## config.mk

```make
export PLATFORM = sky130hd
export DESIGN_NAME = base64_stream_encoder_core_flat
export DESIGN_NICKNAME = d
export VERILOG_FILES = /design/src/b64enc_pkg.sv /design/src/b64enc_if.sv /design/src/base64_stream_encoder_core.sv /design/src/b64enc_front.sv /design/src/b64enc_queue.sv /design/src/b64enc_back.sv /design/src/flat_wrapper.sv
export SDC_FILE = /design/constraint.sdc
export NUM_CORES = 1
export LEC_CHECK = 0
export ABC_AREA = 0
export BUFFER_PORTS_ARGS = -buffer_cell sky130_fd_sc_hd__buf_2
export CORE_UTILIZATION = 40
export CTS_BUF_LIST = sky130_fd_sc_hd__clkbuf_16
export DETAILED_ROUTE_END_ITERATION = 10
export GPL_ROUTABILITY_DRIVEN = 0
export HOLD_SLACK_MARGIN = 0.08
export PLACE_DENSITY_LB_ADDON = 0.3
export SLEW_MARGIN = 30
export SYNTH_ARGS = -nofsm -noshare
export SYNTH_HDL_FRONTEND = slang
export SYNTH_SLANG_ARGS = --single-unit
```

## constraint.sdc

```tcl
create_clock -name clk -period 3.76 [get_ports clk]
set_clock_uncertainty 0.2 [all_clocks]
set_input_delay 1.128 -clock clk [delete_from_list [all_inputs] [get_ports clk]]
set_output_delay 1.128 -clock clk [all_outputs]
set_load 0.03 [all_outputs]
```

## src/b64enc_pkg.sv

```systemverilog
`timescale 1ns / 1ps

package b64enc_pkg;

	localparam int unsigned SLOTS = 4;
	localparam logic [6:0] PAD_CHAR = 7'd61;

	// One output character before ASCII mapping: a 6-bit group or a pad.
	typedef struct packed {
		logic       pad;
		logic [5:0] idx;
	} code_t;

	// Everything one input byte produces, handed from front to back.
	typedef struct packed {
		code_t [SLOTS-1:0] code;
		logic [1:0]        last_slot;
		logic              final_flag;
	} entry_t;

	function automatic logic [6:0] b64_char(input logic [5:0] idx);
		logic [6:0] c;
		if (idx < 6'd26) begin
			c = 7'd65 + {1'b0, idx};
		end else if (idx < 6'd52) begin
			c = 7'd71 + {1'b0, idx};
		end else if (idx < 6'd62) begin
			c = {1'b0, idx} - 7'd4;
		end else if (idx == 6'd62) begin
			c = 7'd43;
		end else begin
			c = 7'd47;
		end
		return c;
	endfunction

endpackage

```

## src/b64enc_if.sv

```systemverilog
`timescale 1ns / 1ps

interface b64enc_in_if;
	logic       valid;
	logic       ready;
	logic [7:0] data_byte;
	logic       end_of_stream;

	modport source (output valid, output data_byte, output end_of_stream, input ready);
	modport sink (input valid, input data_byte, input end_of_stream, output ready);
endinterface

interface b64enc_out_if;
	logic       valid;
	logic       ready;
	logic [6:0] out_char;
	logic       out_final;

	modport source (output valid, output out_char, output out_final, input ready);
	modport sink (input valid, input out_char, input out_final, output ready);
endinterface

```

## src/base64_stream_encoder_core.sv

```systemverilog
`timescale 1ns / 1ps
// Channel   | Modport | Beat payload                | Role
// byte_in   | sink    | data_byte, end_of_stream    | raw bytes, last byte flagged
// char_out  | source  | out_char, out_final         | Base64 characters, last one flagged
//
// One character leaves per cycle from the output register while char_out is ready; each byte makes one to four.
// A byte is taken in the cycle it arrives while the two-entry queue has room, so the
// character serializer sets the sustained rate.
// A byte's first character passes through its queue entry and then the output register.
// arst_n clears the bit store, the queue and the output valid; no clearing pass.
// A stall on char_out holds the output register and backs up into the queue.
module base64_stream_encoder_core (
	input  logic         clk,
	input  logic         arst_n,
	b64enc_in_if.sink    byte_in,
	b64enc_out_if.source char_out
);

	logic               push_valid;
	logic               push_ready;
	b64enc_pkg::entry_t push_entry;
	logic               head_valid;
	b64enc_pkg::entry_t head;
	logic               pop;

	b64enc_front u_front (
		.clk        (clk),
		.arst_n     (arst_n),
		.byte_in    (byte_in),
		.push_valid (push_valid),
		.push_entry (push_entry),
		.push_ready (push_ready)
	);

	b64enc_queue u_queue (
		.clk        (clk),
		.arst_n     (arst_n),
		.push_valid (push_valid),
		.push_ready (push_ready),
		.push_entry (push_entry),
		.pop_valid  (head_valid),
		.pop_entry  (head),
		.pop        (pop)
	);

	b64enc_back u_back (
		.clk        (clk),
		.arst_n     (arst_n),
		.head_valid (head_valid),
		.head       (head),
		.pop        (pop),
		.char_out   (char_out)
	);

endmodule

```

## src/b64enc_front.sv

```systemverilog
`timescale 1ns / 1ps

module b64enc_front (
	input  logic                clk,
	input  logic                arst_n,
	b64enc_in_if.sink           byte_in,
	output logic                push_valid,
	output b64enc_pkg::entry_t  push_entry,
	input  logic                push_ready
);

	localparam logic [2:0] CNT_0 = 3'd0;
	localparam logic [2:0] CNT_2 = 3'd2;
	localparam logic [2:0] CNT_4 = 3'd4;

	logic [3:0] pending_bits_q;
	logic [2:0] pending_count_q;
	logic [1:0] char_phase_q;

	logic       accept;
	logic       last;
	logic [7:0] b;
	logic [5:0] d0;
	logic [5:0] d1;
	logic       two;
	logic [3:0] rem;
	logic [2:0] ncnt;
	logic [5:0] part_idx;
	logic       has_part;
	logic [1:0] ndata;
	logic [1:0] part_pos;
	logic [1:0] phase_end;
	logic [1:0] pads;
	logic [2:0] total;

	assign b          = byte_in.data_byte;
	assign last       = byte_in.end_of_stream;
	assign push_valid = byte_in.valid;
	assign byte_in.ready = push_ready;
	assign accept     = byte_in.valid && push_ready;

	always_comb begin
		d1   = '0;
		two  = 1'b0;
		case (pending_count_q)
			CNT_0: begin
				d0   = b[7:2];
				rem  = {2'b00, b[1:0]};
				ncnt = CNT_2;
			end
			CNT_2: begin
				d0   = {pending_bits_q[1:0], b[7:4]};
				rem  = b[3:0];
				ncnt = CNT_4;
			end
			default: begin
				d0   = {pending_bits_q[3:0], b[7:6]};
				d1   = b[5:0];
				two  = 1'b1;
				rem  = 4'd0;
				ncnt = CNT_0;
			end
		endcase

		// zero-fill the leftover bits on the right
		part_idx  = (ncnt == CNT_2) ? {rem[1:0], 4'd0} : {rem[3:0], 2'd0};
		has_part  = last && (ncnt != CNT_0);
		ndata     = two ? 2'd2 : 2'd1;
		part_pos  = ndata;
		phase_end = 2'(char_phase_q + ndata + {1'b0, has_part});
		pads      = 2'(2'd0 - phase_end);
		total     = {1'b0, ndata} + {2'b00, has_part} + {1'b0, pads};

		for (int i = 0; i < b64enc_pkg::SLOTS; i++) begin
			push_entry.code[i].pad = 1'b1;
			push_entry.code[i].idx = '0;
			if (i == 0) begin
				push_entry.code[i].pad = 1'b0;
				push_entry.code[i].idx = d0;
			end else if (i == 1 && two) begin
				push_entry.code[i].pad = 1'b0;
				push_entry.code[i].idx = d1;
			end else if (2'(i) == part_pos && has_part) begin
				push_entry.code[i].pad = 1'b0;
				push_entry.code[i].idx = part_idx;
			end
		end

		if (!last) begin
			push_entry.last_slot = two ? 2'd1 : 2'd0;
		end else if (total >= 3'd4) begin
			push_entry.last_slot = 2'd3;
		end else begin
			push_entry.last_slot = 2'(total - 3'd1);
		end
		push_entry.final_flag = last;
	end

	always_ff @(posedge clk or negedge arst_n) begin
		if (!arst_n) begin
			pending_bits_q  <= '0;
			pending_count_q <= CNT_0;
			char_phase_q    <= '0;
		end else if (accept) begin
			if (last) begin
				pending_bits_q  <= '0;
				pending_count_q <= CNT_0;
				char_phase_q    <= '0;
			end else begin
				pending_bits_q  <= rem;
				pending_count_q <= ncnt;
				char_phase_q    <= 2'(char_phase_q + ndata);
			end
		end
	end

endmodule

```

## src/b64enc_queue.sv

```systemverilog
`timescale 1ns / 1ps

module b64enc_queue (
	input  logic                clk,
	input  logic                arst_n,
	input  logic                push_valid,
	output logic                push_ready,
	input  b64enc_pkg::entry_t  push_entry,
	output logic                pop_valid,
	output b64enc_pkg::entry_t  pop_entry,
	input  logic                pop
);

	b64enc_pkg::entry_t mem_q [2];
	logic               wr_ptr_q;
	logic               rd_ptr_q;
	logic [1:0]         count_q;
	logic               do_push;
	logic               do_pop;

	assign push_ready = (count_q != 2'd2);
	assign pop_valid  = (count_q != 2'd0);
	assign pop_entry  = mem_q[rd_ptr_q];
	assign do_push    = push_valid && push_ready;
	assign do_pop     = pop && pop_valid;

	always_ff @(posedge clk) begin
		if (do_push) begin
			mem_q[wr_ptr_q] <= push_entry;
		end
	end

	always_ff @(posedge clk or negedge arst_n) begin
		if (!arst_n) begin
			wr_ptr_q <= 1'b0;
			rd_ptr_q <= 1'b0;
			count_q  <= 2'd0;
		end else begin
			if (do_push) begin
				wr_ptr_q <= ~wr_ptr_q;
			end
			if (do_pop) begin
				rd_ptr_q <= ~rd_ptr_q;
			end
			if (do_push && !do_pop) begin
				count_q <= count_q + 2'd1;
			end else if (do_pop && !do_push) begin
				count_q <= count_q - 2'd1;
			end
		end
	end

endmodule

```

## src/b64enc_back.sv

```systemverilog
`timescale 1ns / 1ps

module b64enc_back (
	input  logic                clk,
	input  logic                arst_n,
	input  logic                head_valid,
	input  b64enc_pkg::entry_t  head,
	output logic                pop,
	b64enc_out_if.source        char_out
);

	logic [1:0] slot_q;
	logic       out_valid_q;
	logic [6:0] char_q;
	logic       final_q;
	logic       load;
	logic       at_last;
	b64enc_pkg::code_t cur;

	assign cur     = head.code[slot_q];
	assign at_last = (slot_q == head.last_slot);
	assign load    = head_valid && (!out_valid_q || char_out.ready);
	assign pop     = load && at_last;

	assign char_out.valid     = out_valid_q;
	assign char_out.out_char  = char_q;
	assign char_out.out_final = final_q;

	always_ff @(posedge clk) begin
		if (load) begin
			char_q  <= cur.pad ? b64enc_pkg::PAD_CHAR : b64enc_pkg::b64_char(cur.idx);
			final_q <= head.final_flag && at_last;
		end
	end

	always_ff @(posedge clk or negedge arst_n) begin
		if (!arst_n) begin
			slot_q      <= '0;
			out_valid_q <= 1'b0;
		end else begin
			if (load) begin
				out_valid_q <= 1'b1;
				// advance through the entry, drop it after its last character
				slot_q      <= at_last ? 2'd0 : slot_q + 2'd1;
			end else if (char_out.ready) begin
				out_valid_q <= 1'b0;
			end
		end
	end

endmodule

```

## src/flat_wrapper.sv

```systemverilog
// flat-port wrapper written by rule: the top's interface ports become plain ports
module base64_stream_encoder_core_flat 
  (clk, arst_n, byte_in_valid, byte_in_data_byte, byte_in_end_of_stream, byte_in_ready, char_out_valid, char_out_out_char, char_out_out_final, char_out_ready);
  b64enc_in_if byte_in_i ();
  b64enc_out_if char_out_i ();
  input  logic clk;
  input  logic arst_n;
  input wire logic [$bits(byte_in_i.valid)-1:0] byte_in_valid;
  input wire logic [$bits(byte_in_i.data_byte)-1:0] byte_in_data_byte;
  input wire logic [$bits(byte_in_i.end_of_stream)-1:0] byte_in_end_of_stream;
  output wire logic [$bits(byte_in_i.ready)-1:0] byte_in_ready;
  output wire logic [$bits(char_out_i.valid)-1:0] char_out_valid;
  output wire logic [$bits(char_out_i.out_char)-1:0] char_out_out_char;
  output wire logic [$bits(char_out_i.out_final)-1:0] char_out_out_final;
  input wire logic [$bits(char_out_i.ready)-1:0] char_out_ready;
  assign byte_in_i.valid = byte_in_valid;
  assign byte_in_i.data_byte = byte_in_data_byte;
  assign byte_in_i.end_of_stream = byte_in_end_of_stream;
  assign byte_in_ready = byte_in_i.ready;
  assign char_out_valid = char_out_i.valid;
  assign char_out_out_char = char_out_i.out_char;
  assign char_out_out_final = char_out_i.out_final;
  assign char_out_i.ready = char_out_ready;
  base64_stream_encoder_core u_core (.clk(clk), .arst_n(arst_n), .byte_in(byte_in_i), .char_out(char_out_i));
endmodule
```

== Yosys cells after proc, flatten, opt, wreduce, memory -nomap -nowiden ==
Memories as Yosys holds them, arrays and structs flattened.
Index checks and enable logic that the tools add are counted.

* Bits in registers: 24
* Bits in writable memories: 60
* Input bits: 13
* Memories: 1

* Add/subtract/negate cells: 12
* Order comparisons: 5
* Eq/ne operators: 8
* Muxes and demuxes: 28
* Bitwise operators: 2
* Reductions and logical operators: 21

{| class="wikitable"
|+ Memories
! memory !! words !! bits a word !! rd ports !! clocked after Yosys merged registers in !! wr ports !! line !! text
|-
| u_core.u_queue.mem_q || 2 || 30 || 1 || 0 || 1 || b64enc_queue.sv:14 || <nowiki>b64enc_pkg::entry_t mem_q [2];</nowiki>
|}

{| class="wikitable"
|+ Operators with widths
! cell !! count
|-
| two-way mux 7 bit || 8
|-
| adder 7 x 6 -> 7 bit (first input constant) || 2
|-
| binary-select mux 7 bit (select 2 bit) || 1
|-
| two-way mux 2 bit || 7
|-
| less-than comparator 6 bit (second input constant) || 2
|-
| one-hot mux 6 bit (2 select lines) || 1
|-
| logical AND 1 bit || 11
|-
| one-hot mux 4 bit (2 select lines) || 1
|-
| subtractor 6 x 3 -> 7 bit (second input constant) || 1
|-
| == test 3 x 2 -> 1 bit (second input constant) || 2
|-
| == test 6 bit (second input constant) || 1
|-
| less-than comparator 6 x 5 -> 1 bit (second input constant) || 1
|-
| two-way mux 3 bit || 2
|-
| two-way mux 6 bit || 1
|-
| one-hot mux 3 bit (2 select lines) || 1
|-
| nonzero test 2 bit || 3
|-
| two-way mux 1 bit || 5
|-
| adder 2 x 1 -> 2 bit (second input constant) || 2
|-
| == test 2 bit (first input constant) || 2
|-
| two-way mux 4 bit || 1
|-
| subtractor 2 x 1 -> 2 bit (second input constant) || 2
|-
| adder 2 x 1 -> 3 bit || 1
|-
| adder 3 x 2 -> 3 bit || 1
|-
| greater-or-equal comparator 3 bit (second input constant) || 1
|-
| 13 further kinds || 16
|}

== Depth between registers and ports, before layout ==
* Word-level depth: 10
* Depth in mapped cells: 11

== Modules after synthesis ==
Synthesis repeated with hierarchy kept, for this count alone.

* Cells, all modules: 320
* Area, all modules: 4446.8 µm²

{| class="wikitable"
|+ Modules (own cells, without submodules)
! module !! times used !! cells each !! area an instance (µm²) !! sequential area each (µm²)
|-
| b64enc_queue || 1 || 115 || 2587.5 || 1961.9
|-
| b64enc_back || 1 || 105 || 1039.7 || 315.3
|-
| b64enc_front || 1 || 100 || 819.5 || 200.2
|}

== Worst setup path after synthesis ==
OpenSTA, ideal clock, no wires.

* Path type: flip-flop to flip-flop
* From: register u_core.u_queue.rd_ptr_q
* To: register u_core.u_back.char_q[5], in the netlist u_core.u_back.char_out.out_char[5] (data pin)
* Library setup time: 255 ps
* Arrival time: 2663 ps
* Data required time: 3305 ps
* Setup slack: 642 ps
* Stages on the path, launching flop included: 12
* Cells stage by stage: dfrtp_1 > buf_6 > buf_8 > mux4_2 > a22oi_4 > inv_1 > ha_1 > clkbuf_1 > a31o_2 > a31oi_1 > o21ai_1 > a31o_1

* Cells in the longest elaborated chain, start to end: 7
* Elaborated cells between the ends (all ways): 12

{| class="wikitable"
|+ Ends and longest elaborated chain
! element !! line !! text
|-
| start, declared || b64enc_queue.sv:16 || <nowiki>logic rd_ptr_q;</nowiki>
|-
| start signal, assigned || b64enc_queue.sv:43 || <nowiki>rd_ptr_q <= ~rd_ptr_q;</nowiki>
|-
| memory read (2 x 30 bit) (*) || -- ||
|-
| binary-select mux 7 bit (select 2 bit) (*) || b64enc_back.sv:20 || <nowiki>assign cur = head.code[slot_q];</nowiki>
|-
| two-way mux 7 bit (not written as such) (*) || b64enc_back.sv:20 ||
|-
| subtractor 6 x 3 -> 7 bit / less-than comparator 6 bit (equally long branches) || b64enc_pkg.sv:28, b64enc_pkg.sv:27 ||
|-
| two-way mux 7 bit || b64enc_pkg.sv:27 || <nowiki>end else if (idx < 6'd62) begin</nowiki>
|-
| two-way mux 7 bit || b64enc_pkg.sv:25 || <nowiki>end else if (idx < 6'd52) begin</nowiki>
|-
| two-way mux 7 bit || b64enc_pkg.sv:23 || <nowiki>if (idx < 6'd26) begin</nowiki>
|-
| end signal, assigned || b64enc_back.sv:31 || <nowiki>char_q <= cur.pad ? b64enc_pkg::PAD_CHAR : b64enc_pkg::b64_char(cur.idx);</nowiki>
|-
| end, declared || b64enc_back.sv:14 || <nowiki>logic [6:0] char_q;</nowiki>
|}

Mark *: on every way between the ends. The rest lies on a longest branch, timed or not. The select of a mux whose other input is x is not followed.
A chain may end at the register's enable or synchronous reset.

== Worst setup path after layout ==
* From: register u_core.u_queue.rd_ptr_q
* To: register u_core.u_back.char_q[4], in the netlist u_core.u_back.char_out.out_char[4] (data pin)

The elaborated chain is that of the path after synthesis.

==> reports/results.tsv <==
metric	value	unit
pin_count	23	
grt_max_degree	28	
nFillCells	684	
ctsResizeCount	0	
core	7888	um2
setup_viol	0	
ir_drop	0.5023	mV
busiest_layer	met2	
met1_usage	20.97	%
yosys_register_bits	65	
tightest_slew	0.6789	ns
start_kind	flop	
synth_edf_count	50	
holdPathEnd	u_core.u_queue.wr_ptr_q	
clk_latency	0.33	ns
synthFlopType	edfxtp_1	
arrival	3.14	ns
portBuffers	22	
grt_antenna_before_repair	0	
drive_above_1_share	18.18	%
r2r_slack	0.49	ns
vias_per_cell	5.300	
grt_pass1_wl	10240	um
grt_pass1_vias	2088	
antenna_left	0	
ys_seq_area_share	56.20	%
crit_required	3.63	ns
grtUsageMet2	24.82	%
fmax	306.1	MHz
hold_buffers	0	
relSlewSlack	54.74	%
postCtsSetupBuffers	0	
hold_ws	0.2925	ns
hp-start	u_core.u_queue.wr_ptr_q	
rsz0062_at_grt	no	
hpwl	4420	um
swShare	38.36	%
drc	0	
ctsLongestPathBuffers	2	
drtPass1Iterations	4	
worstRegToRegCells	9	
seq_area	1877	um2
power.share.clock	22.3	%
synth-async-reset-ratio	23.08	%
period_share	86.89	%
synth_top_area_share	44.96	%
clockRootBuffer	clkbuf_16	
crit_fanout	13	
endpoint_kind	flop	
cts_buffers	9	
globalRouteMet3Util	4.634	%
cts_tree	built	
rows	32	
fin_setup_tns	0	ns
hold_depth	1	
track_usage	15.71	%
status	completed	
n_antenna_cell	0	
fp.dieArea	8718	um2
seqPwrFrac	33.2	%
p_int	0.002443	W
p_comb_share	44.5	%
finalMaxSlewViolations	0	
synthDistinctLibCells	56	
syn-cell-area	3339	um2
multi_input_area	1371	um2
grt-ovfl-total	0	
crit_type	flop to flop	
period_needed	3.267	ns
synth.area.top_cells	edfxtp_1 (45%), dfrtp_1 (11%), mux2i_1 (3.9%)	
drt-total-wl	6197	um
p_switching	0.001521	W
clk_pin_slew	0.05	ns
fin_area	3904	um2
pwr_density_cell	1015	nW/um2
area_growth	16.90	%
synth.avg_cell_area	12.37	um2
routedWlPerCell	15.11	um
htreeDepth	3	
regToRegStartpoint	u_core.u_queue.rd_ptr_q	
fp.dieH	93.37	um
ys_warn_count	0	
p_leak	1.564	nW
r2r-end	u_core.u_back.char_out.out_char[4]	
clkSinkCount	65	
placed_cell_area	3583	um2
vias	2173	
start_util	42.34	%
netlist_instances	270	
die_width	93.37	um
fin_nets	324	
netlist.top_cell.by_area	edfxtp_1	
drv_cap	0	
drt_iter0_markers	112	
final_hold_viol_count	0	
hold_path.class	flop to flop	
-- routing by layer --
layer	vias up	wire, um
met1	1023	3019
met5	-	0
met3	9	241
li1	1082	-
met4	0	48
met2	59	2888
-- power groups by stage --
stage               Combinational, W  Clock, W  Sequential, W
floorplan                    0.00136         0        0.00133
global placement             0.00174         0        0.00133
detailed placement           0.00175         0        0.00134
CTS                          0.00176  0.000904        0.00132
global route                 0.00196  0.000930        0.00135
finish                       0.00176  0.000884        0.00132
-- sequential cells by signal, indices dropped and copies added, names as in the netlist --
register and cells:
u_core.u_queue.mem_q 42, u_core.u_back.char_out.out_char 7, u_core.u_front.pending_bits_q 4, u_core.u_back.slot_q 2, u_core.u_front.char_phase_q 2, u_core.u_front.pending_count_q 2, u_core.u_queue.count_q 2, u_core.u_back.char_out.out_final 1
u_core.u_back.char_out.valid 1, u_core.u_queue.rd_ptr_q 1, u_core.u_queue.wr_ptr_q 1
-- cells in the final DEF (no fill, tap or decap), types with 3 or more instances in the layout --
cell type / synthesis / routed
nand3_1: 8 / 8
o21ai_0: 21 / 21
xor2_1: 3 / 3
mux4_1: 3 / 3
dfrtp_1: 15 / 15
mux2i_1: 13 / 13
inv_1: 12 / 13
a31oi_1: 7 / 7
nand2b_1: 3 / 3
clkbuf_16: 0 / 9
xnor2_1: 7 / 7
edfxtp_1: 50 / 50
nand4_1: 3 / 3
a21oi_1: 6 / 6
a22o_1: 3 / 3
a21o_1: 5 / 5
mux4_2: 3 / 3
and3_1: 5 / 5
nor2b_1: 3 / 3
ha_1: 8 / 8
a22oi_1: 4 / 4
buf_4: 0 / 7
mux2_2: 4 / 4
nand2_1: 24 / 24
conb_1: 2 / 10
buf_2: 1 / 22
nor2_1: 8 / 8
-- Yosys cell counts (all sizes together) (7+ instances only) --
library cell   n
o21ai         22
ha             8
edfxtp        50
a21oi          7
inv           12
nand2         24
nand3          8
dfrtp         15
nor2           8
mux2i         13
xnor2          7
a31oi          7
clkbuf         9
-- worst max path at each step --
stage / startpoint / to / slack [ns] / cells after the start
6_report: u_core.u_queue.rd_ptr_q / u_core.u_back.char_out.out_char[4] / 0.49 / 9
3_5_place_dp: u_core.u_queue.rd_ptr_q / u_core.u_back.char_out.out_char[4] / 0.52 / 9
3_3_place_gp: u_core.u_queue.rd_ptr_q / u_core.u_back.char_out.out_char[5] / 0.64 / 9
4_1_cts: u_core.u_queue.rd_ptr_q / u_core.u_back.char_out.out_char[4] / 0.52 / 9
2_1_floorplan: u_core.u_queue.rd_ptr_q / u_core.u_back.char_out.out_char[5] / 0.64 / 11
5_1_grt: u_core.u_queue.rd_ptr_q / u_core.u_back.char_out.out_char[4] / 0.30 / 9
-- kinds of logic after synthesis --
group / count (synthesis) / synth area share [%]
flip-flops: 65 / 56.20
AND/OR/NAND/NOR: 66 / 10.00
buffers and inverters: 27 / 3.634
AO/OA/AOI/OAI: 69 / 14.69
multiplexers: 23 / 9.629
adder cells (fa/ha/maj): 8 / 2.997
other: 2 / 0.2249
XOR/XNOR: 10 / 2.623
-- metrics by stage --
step / utilization (%) / setup WS (ns) / std cells / total power [W]
CTS: 49.49 / 0.5232 / 410 / 0.003984
detailed placement: 45.43 / 0.5211 / 394 / 0.003082
floorplan: - / 0.6417 / 278 / 0.002688
global route: 49.49 / 0.2956 / 410 / 0.004246
global placement: 45.43 / 0.6382 / 394 / 0.003069
finish: 49.49 / 0.4928 / 410 / 0.003964
-- area by class of cell --
cell class,instances,share of cell area [%]
Clock buffer,9,5.769
Clock inverter,7,2.436
Inverter,12,1.154
Multi-Input combinational cell,186,35.13
Sequential cell,65,48.08
Tap cell,102,3.269
Timing Repair Buffer,29,4.167
-- worst max-delay path: stages, from the launching register on --
cell	delay [ns]
dfrtp_1	0.62
buf_4	0.25
mux4_1	0.62
nand2_1	0.17
ha_1	0.19
inv_1	0.06
a21oi_1	0.26
nor2_1	0.07
a311o_1	0.28
a221o_1	0.28
(Power assumes the default switching activity.)
